==> config.mk <==
export PLATFORM = sky130hd
export DESIGN_NAME = uptime_counter_with_compare_alarms
export DESIGN_NICKNAME = d
export VERILOG_FILES = /design/src/uptca_pkg.sv /design/src/uptime_counter_with_compare_alarms.sv
export SDC_FILE = /design/constraint.sdc
export NUM_CORES = 1
export LEC_CHECK = 0
export BUFFER_PORTS_ARGS = -buffer_cell sky130_fd_sc_hd__buf_2
export CELL_PAD_IN_SITES_DETAIL_PLACEMENT = 0
export CELL_PAD_IN_SITES_GLOBAL_PLACEMENT = 1
export CORE_MARGIN = 3
export CORE_UTILIZATION = 35
export CTS_CLUSTER_DIAMETER = 60
export DETAILED_ROUTE_END_ITERATION = 10
export PLACE_DENSITY_LB_ADDON = 0.1
export SETUP_SLACK_MARGIN = 0.2
export SLEW_MARGIN = 20
export SYNTH_ARGS = -nofsm -noshare
export SYNTH_HDL_FRONTEND = slang
export SYNTH_SLANG_ARGS = --single-unit
==> constraint.sdc <==
create_clock -name clk -period 4 [get_ports clk]
set_clock_uncertainty 0.05 [all_clocks]
set_input_delay 0.2 -clock clk [delete_from_list [all_inputs] [get_ports clk]]
set_output_delay 0.2 -clock clk [all_outputs]
set_load 0.005 [all_outputs]
==> src/uptca_pkg.sv <==
package uptca_pkg;

  localparam int CTR_BITS = 24;
  localparam int OVF_BITS = 32;
  localparam int UPTIME_BITS = CTR_BITS + OVF_BITS;
  localparam int OP_BITS = 3;
  localparam int CH_BITS = 2;
  localparam int FIRED_BITS = 4;
  localparam int SRES_BITS = 2;
  localparam int SLEEP_CH = 0;

  localparam int IN_DATA_BITS = 80;
  localparam int OUT_DATA_BITS = 72;

  localparam logic [OP_BITS-1:0] OP_TICK = 3'd0;
  localparam logic [OP_BITS-1:0] OP_READ = 3'd1;
  localparam logic [OP_BITS-1:0] OP_SET = 3'd2;
  localparam logic [OP_BITS-1:0] OP_CLEAR = 3'd3;
  localparam logic [OP_BITS-1:0] OP_START = 3'd4;
  localparam logic [OP_BITS-1:0] OP_SLEEP = 3'd5;
  localparam logic [OP_BITS-1:0] OP_CANCEL = 3'd6;

  localparam logic [SRES_BITS-1:0] SRES_NONE = 2'd0;
  localparam logic [SRES_BITS-1:0] SRES_TIMED = 2'd1;
  localparam logic [SRES_BITS-1:0] SRES_CANCEL = 2'd2;

  localparam int OUT_STATUS_BIT = 56;
  localparam int OUT_ARMED_BIT = 57;
  localparam int OUT_PEND_BIT = 58;
  localparam int OUT_FIRED_LSB = 59;
  localparam int OUT_SRES_LSB = 63;

  typedef logic [CTR_BITS-1:0] ctr_t;

endpackage

==> src/uptime_counter_with_compare_alarms.sv <==
// Uptime counter with compare alarms.
// Input channel in_*: one transaction per request. in_tuser carries the opcode
// (tick, read uptime, set alarm, clear alarm, start, sleep, cancel sleep);
// in_tdata carries channel, alarm time, reload interval and sleep duration.
// Output channel out_*: exactly one result transaction per request, carrying
// the 56-bit uptime after the request, status, the clear flags, the mask of
// alarms fired on a tick and the sleep outcome.
// The request is applied to the counter and compare
// state at the accepting edge and its result is valid from the next cycle.
// Throughput is one request per cycle while out_tready is high; the only
// storage between the two channels is the result register, so in_tready is
// high whenever that register is empty or being taken in the same cycle.
// When the receiver stalls, the result holds and one more request is not
// accepted until it drains.
// cfg_wr_en writes the sleep minimum at any edge; it resets to 2.
// Reset clears the counter, all compare channels and flags, and the running
// and sleeping state; no result is pending after reset.
module uptime_counter_with_compare_alarms #(
  parameter int CHANNELS = 4
) (
  input  logic                                  clk,
  input  logic                                  rst_n,
  input  logic                                  in_tvalid,
  output logic                                  in_tready,
  // channel[1:0], when_ticks[25:2], interval_ticks[49:26], duration_ticks[73:50]
  input  logic [uptca_pkg::IN_DATA_BITS-1:0]    in_tdata,
  // opcode[2:0]
  input  logic [uptca_pkg::OP_BITS-1:0]         in_tuser,
  output logic                                  out_tvalid,
  input  logic                                  out_tready,
  // uptime[55:0], status[56], was_armed[57], was_pending[58],
  // fired_mask[62:59], sleep_result[64:63]
  output logic [uptca_pkg::OUT_DATA_BITS-1:0]   out_tdata,
  input  logic                                  cfg_wr_en,
  input  logic [uptca_pkg::CTR_BITS-1:0]        cfg_wr_data
);

  localparam int CB = uptca_pkg::CTR_BITS;

  logic [uptca_pkg::OP_BITS-1:0] in_op;
  logic [uptca_pkg::CH_BITS-1:0] in_ch;
  logic [CB-1:0]                 in_when;
  logic [CB-1:0]                 in_ivl;
  logic [CB-1:0]                 in_dur;
  logic                          in_acc;

  assign in_op   = in_tuser;
  assign in_ch   = in_tdata[1:0];
  assign in_when = in_tdata[25:2];
  assign in_ivl  = in_tdata[49:26];
  assign in_dur  = in_tdata[73:50];

  logic [CB-1:0]                    min_r;
  logic [CB-1:0]                    tick_r, tick_nxt;
  logic [uptca_pkg::OVF_BITS-1:0]   ovf_r, ovf_nxt;
  logic [CB-1:0]                    cmp_r [CHANNELS];
  logic [CB-1:0]                    cmp_nxt [CHANNELS];
  logic [CB-1:0]                    rel_r [CHANNELS];
  logic [CB-1:0]                    rel_nxt [CHANNELS];
  logic [CHANNELS-1:0]              armed_r, armed_nxt;
  logic [CHANNELS-1:0]              pend_r, pend_nxt;
  logic                             run_r, run_nxt;
  logic                             sleep_r, sleep_nxt;

  logic                              ov_r;
  logic [uptca_pkg::UPTIME_BITS-1:0] res_up_r;
  logic                              res_st_r, res_st_nxt;
  logic                              res_wa_r, res_wa_nxt;
  logic                              res_wp_r, res_wp_nxt;
  logic [uptca_pkg::FIRED_BITS-1:0]  res_fm_r, res_fm_nxt;
  logic [uptca_pkg::SRES_BITS-1:0]   res_sr_r, res_sr_nxt;

  logic [CHANNELS-1:0] ch_sel;
  logic                ch_ok;
  logic                armed_hit;
  logic                pend_hit;

  assign in_tready = !ov_r || out_tready;
  assign in_acc    = in_tvalid && in_tready;

  always_comb begin
    for (int c = 0; c < CHANNELS; c++) begin
      ch_sel[c] = (in_ch == uptca_pkg::CH_BITS'(c));
    end
  end

  assign ch_ok     = (in_ch != uptca_pkg::CH_BITS'(uptca_pkg::SLEEP_CH)) &&
                     ({1'b0, in_ch} < 3'(CHANNELS));
  assign armed_hit = |(ch_sel & armed_r);
  assign pend_hit  = |(ch_sel & pend_r);

  always_comb begin
    tick_nxt   = tick_r;
    ovf_nxt    = ovf_r;
    cmp_nxt    = cmp_r;
    rel_nxt    = rel_r;
    armed_nxt  = armed_r;
    pend_nxt   = pend_r;
    run_nxt    = run_r;
    sleep_nxt  = sleep_r;
    res_st_nxt = 1'b0;
    res_wa_nxt = 1'b0;
    res_wp_nxt = 1'b0;
    res_fm_nxt = '0;
    res_sr_nxt = uptca_pkg::SRES_NONE;
    unique case (in_op)
      uptca_pkg::OP_TICK: begin
        if (!run_r) begin
          res_st_nxt = 1'b1;
        end else begin
          tick_nxt = tick_r + 1'b1;
          if (tick_nxt == '0) begin
            ovf_nxt = ovf_r + 1'b1;
          end
          for (int c = 0; c < CHANNELS; c++) begin
            if (cmp_r[c] == tick_nxt) begin
              if (c == uptca_pkg::SLEEP_CH && sleep_r) begin
                sleep_nxt  = 1'b0;
                res_sr_nxt = uptca_pkg::SRES_TIMED;
              end else if (c != uptca_pkg::SLEEP_CH && armed_r[c]) begin
                res_fm_nxt[c] = 1'b1;
                if (rel_r[c] != '0) begin
                  cmp_nxt[c] = cmp_r[c] + rel_r[c];
                end else begin
                  armed_nxt[c] = 1'b0;
                end
              end else begin
                pend_nxt[c] = 1'b1;
              end
            end
          end
        end
      end
      uptca_pkg::OP_READ: begin
      end
      uptca_pkg::OP_SET: begin
        if (!run_r || !ch_ok || armed_hit) begin
          res_st_nxt = 1'b1;
        end else begin
          for (int c = 0; c < CHANNELS; c++) begin
            if (ch_sel[c]) begin
              pend_nxt[c]  = 1'b0;
              cmp_nxt[c]   = in_when;
              rel_nxt[c]   = in_ivl;
              armed_nxt[c] = 1'b1;
            end
          end
        end
      end
      uptca_pkg::OP_CLEAR: begin
        if (!ch_ok) begin
          res_st_nxt = 1'b1;
        end else begin
          res_wa_nxt = armed_hit;
          res_wp_nxt = pend_hit;
          armed_nxt  = armed_r & ~ch_sel;
          pend_nxt   = pend_r & ~ch_sel;
        end
      end
      uptca_pkg::OP_START: begin
        tick_nxt  = '0;
        ovf_nxt   = '0;
        armed_nxt = '0;
        pend_nxt  = '0;
        sleep_nxt = 1'b0;
        run_nxt   = 1'b1;
      end
      uptca_pkg::OP_SLEEP: begin
        if (!run_r) begin
          res_st_nxt = 1'b1;
        end else if (in_dur < min_r) begin
          res_sr_nxt = uptca_pkg::SRES_TIMED;
        end else begin
          cmp_nxt[uptca_pkg::SLEEP_CH]  = tick_r + in_dur;
          pend_nxt[uptca_pkg::SLEEP_CH] = 1'b0;
          sleep_nxt                     = 1'b1;
        end
      end
      uptca_pkg::OP_CANCEL: begin
        if (!sleep_r) begin
          res_st_nxt = 1'b1;
        end else begin
          sleep_nxt                     = 1'b0;
          pend_nxt[uptca_pkg::SLEEP_CH] = 1'b0;
          res_sr_nxt                    = uptca_pkg::SRES_CANCEL;
        end
      end
      default: begin
        res_st_nxt = 1'b1;
      end
    endcase
  end

  always_ff @(posedge clk) begin
    if (!rst_n) begin
      min_r   <= uptca_pkg::CTR_BITS'(2);
      tick_r  <= '0;
      ovf_r   <= '0;
      armed_r <= '0;
      pend_r  <= '0;
      run_r   <= 1'b0;
      sleep_r <= 1'b0;
      ov_r    <= 1'b0;
      for (int c = 0; c < CHANNELS; c++) begin
        cmp_r[c] <= '0;
        rel_r[c] <= '0;
      end
    end else begin
      if (cfg_wr_en) begin
        min_r <= cfg_wr_data;
      end
      if (in_acc) begin
        tick_r  <= tick_nxt;
        ovf_r   <= ovf_nxt;
        cmp_r   <= cmp_nxt;
        rel_r   <= rel_nxt;
        armed_r <= armed_nxt;
        pend_r  <= pend_nxt;
        run_r   <= run_nxt;
        sleep_r <= sleep_nxt;
        ov_r    <= 1'b1;
      end else if (out_tready) begin
        ov_r <= 1'b0;
      end
    end
  end

  always_ff @(posedge clk) begin
    if (in_acc) begin
      res_up_r <= {ovf_nxt, tick_nxt};
      res_st_r <= res_st_nxt;
      res_wa_r <= res_wa_nxt;
      res_wp_r <= res_wp_nxt;
      res_fm_r <= res_fm_nxt;
      res_sr_r <= res_sr_nxt;
    end
  end

  assign out_tvalid = ov_r;
  assign out_tdata  = {7'd0, res_sr_r, res_fm_r, res_wp_r, res_wa_r, res_st_r, res_up_r};

endmodule

==> results.sh <==
export IMPL_synth_simple_area_share_pct=24.3
export IMPL_syn2layout_area_growth_pct=23.0
export IMPL_die_area_um2=67500
export IMPL_grt_max_degree=91
export IMPL_power_frac_clock_pct=53.0
export IMPL_mostFrequentLayoutCells="nand2_1, nor2_1, dfxtp_1, a21oi_1, buf_4"
export IMPL_rows=92
export IMPL_globalplace_congestion=0.993
export IMPL_start_util_pct=35.5
export IMPL_syn_area_per_cell_um2=8.13
export IMPL_netSwitchingFraction_pct=24.3
export IMPL_synthAdderAreaFrac_pct=6.91
export IMPL_vias=22000
export IMPL_arrival_ns=4.11
export IMPL_tns_ns=0
export IMPL_drt_iter0_markers=1425
export IMPL_rsz0062_at_grt="true"
export IMPL_ff_latch_area_um2=7100
export IMPL_clockBufferDepth=3
export IMPL_start_kind="flip-flop"
export IMPL_pwr_share_comb_pct=7.1
export IMPL_numCtsBuffers=48
export IMPL_drt_wirelength_per_cell_um=23.3
export IMPL_clock_latency_ns=0.59
export IMPL_synth_compound_area_share_pct=19.8
export IMPL_end_kind="flip-flop"
export IMPL_antenna_found_initial=0
export IMPL_finalPower_mw=8.47
export IMPL_muxShareOfSynthArea_pct=2.83
export IMPL_grt_pass1_wl_mm=135
export IMPL_core_um2=63400
export IMPL_seq_area_frac_synth_pct=31.5
export IMPL_cts_num_sinks=322
export IMPL_peakVddDrop_mv=0.293
export IMPL_fp_dieW_um=260
export IMPL_p_switching_mw=2.06
export IMPL_final_common_cell="nand2_1"
export IMPL_min_period_ns=3.75
export IMPL_power_internal_mw=6.41
export IMPL_timing_final_crit_share_pct=93.7
export IMPL_critPathKind="reg2reg"
export IMPL_clk_pin_slew_ns=0.06
export IMPL_setup_viol=0
export IMPL_num_fill_cells=6364
export IMPL_crit_required_ns=4.36
export IMPL_synth_main_ff_cell="dfxtp_1"
export IMPL_async_reset_ff_share_pct=0
export IMPL_grt_usage_pct=26.4
export IMPL_layout_drive_gt1_share_pct=17.8
export IMPL_via_per_inst=5.58
export IMPL_grt_pass1_vias=21400
export IMPL_slew_limit_headroom_pct=41.6
export IMPL_cts_tree="done"
export IMPL_ios=186
export IMPL_min_path_type="in2reg"
export IMPL_port_buffer_count=171
export IMPL_synth_warnings=0
export IMPL_p_leak_nw=11.2
export IMPL_htree_levels=2
export IMPL_netlist_instances=2772
export IMPL_die_y_um=260
export IMPL_synth_xor_area_share_pct=9.59
export IMPL_finalHoldViolCount=0
export IMPL_drv_cap=0
export IMPL_synth_top_family_by_area="simple AND/OR/NAND/NOR gates"
export IMPL_power_density_nw_per_um2=306
export IMPL_tightest_slew_ns=0.876
export IMPL_post_route_drc_count=0
export IMPL_clock_root_buffer="clkbuf_16"
export IMPL_crit_fanout=16
export IMPL_grt_overflow=0
export IMPL_fmax_mhz=267
export IMPL_hpwl_mm=70.5
export IMPL_synth_area_um2=22500
export IMPL_drt_total_wl_mm=91.9
export IMPL_multi_input_area_um2=14600
export IMPL_status="complete, no violations"
export IMPL_yosys_cell_types_count=105
export IMPL_seq_power_share_pct=40.0
export IMPL_nets=3301
export IMPL_drt_pass1_iterations=5
export IMPL_detail_route_antenna_nets=0
export IMPL_synth_edff_count=64
export IMPL_ys_ff_latch=322
export IMPL_drv_slew=0
==> flip-flops by register name, summed over array words and instances, names as in the netlist, 2 cells and up <==
register / cells
rel_r: 72
min_r: 24
armed_r: 4
res_fm_r: 3
pend_r: 3
ovf_r: 32
cmp_r: 96
tick_r: 24
res_up_r: 56
res_sr_r: 2
==> stage by stage <==
step	util, %	std cells	instance area [um2]	hold WS, ns	setup slack [ns]
after detailed placement	39.3	3776	25000	0.378	0.0380
after global routing	43.7	3949	27700	0.0430	0.145
after CTS	43.1	3927	27300	0.00792	0.207
final	43.7	3950	27700	0.0322	0.252
after global placement	39.3	3776	25000	0.371	0.0466
after floorplan	-	2779	22600	0.279	0.556
==> cells by family after synthesis <==
kind of cell,count (synthesis)
xor+xnor,219
flops,322
buf+inv,254
other cells,1
fa+ha+maj,122
compound gates,700
mux,62
simple gates,1092
==> final cells by class <==
type                    instances  area share (%)
inverters                      72            1.00
clock inverters                24            1.22
well taps                     846            3.82
multi-input cells            2204            52.5
flip-flops and latches        322            25.6
diodes                          1         0.00903
repair buffers                419            11.0
clock buffers                  62            4.82
==> power groups by stage <==
stage	registers, mW	logic [mW]	clock network (mW)
2_1_floorplan	3.46	0.299	0
3_3_place_gp	3.46	0.541	0
3_5_place_dp	3.46	0.547	0
4_1_cts	3.39	0.601	4.59
5_1_grt	3.39	0.663	4.70
6_report	3.39	0.598	4.49
==> synthesized netlist by cell type (64+ instances only) <==
| library cell | count | share of area [%] |
|---|---|---|
| xnor2_1 | 110 | 4.3 |
| ha_1 | 118 | 6.6 |
| nand3_1 | 99 | 2.2 |
| nor2_1 | 283 | 4.7 |
| clkbuf_1 | 121 | 2.0 |
| nand2_1 | 330 | 5.5 |
| edfxtp_1 | 64 | 8.5 |
| inv_1 | 69 | 1.1 |
| dfxtp_1 | 258 | 23 |
| xor2_1 | 90 | 3.5 |
| o21ai_0 | 166 | 3.7 |
| a21oi_1 | 216 | 4.8 |
==> layer usage <==
| metal | GRT usage [%] | up-vias | wire length (um) |
|---|---|---|---|
| met3 | 3.01 | 159 | 4390 |
| met5 | 0 | - | 0 |
| met1 | 34.4 | 10600 | 40000 |
| met4 | 11.2 | 0 | 4230 |
| li1 | - | 10700 | - |
| met2 | 44.3 | 597 | 43300 |
==> repair_timing <==
| item | 4_1_cts | 5_1_grt |
|---|---|---|
| pin swaps | 4 | 14 |
| hold buffers | 63 | 0 |
| hold endpoints to repair | 118 | 0 |
| endpoints found under the setup margin | 65 | 129 |
| setup buffers | 2 | 17 |
| gates resized for setup | 11 | 42 |
| cloned | 0 | 5 |
==> worst max-delay path, stage by stage, from the launching register on <==
cell	delay [ns]
dfxtp_2	0.34
ha_1	0.36
xnor2_2	0.22
o311ai_0	0.19
a2111oi_2	0.37
buf_4	0.17
o211ai_1	0.08
or4b_1	0.55
a221o_1	0.33
nor4_4	0.14
buf_4	0.18
a31oi_2	0.15
nor2_4	0.16
buf_12	0.16
a311oi_1	0.12
==> final timing paths <==
check / start / to / slack [ns] / depth (start not counted)
setup reg to reg: tick_r[0] / cmp_r[14] / 0.25 / 14
hold reg to reg: armed_r[0] / armed_r[0] / 0.39 / 2
setup / recovery: tick_r[0] / cmp_r[14] / 0.25 / 14
hold / removal: in_tdata[1] / res_wp_r / 0.03 / 3
(Power assumes the default switching activity.)
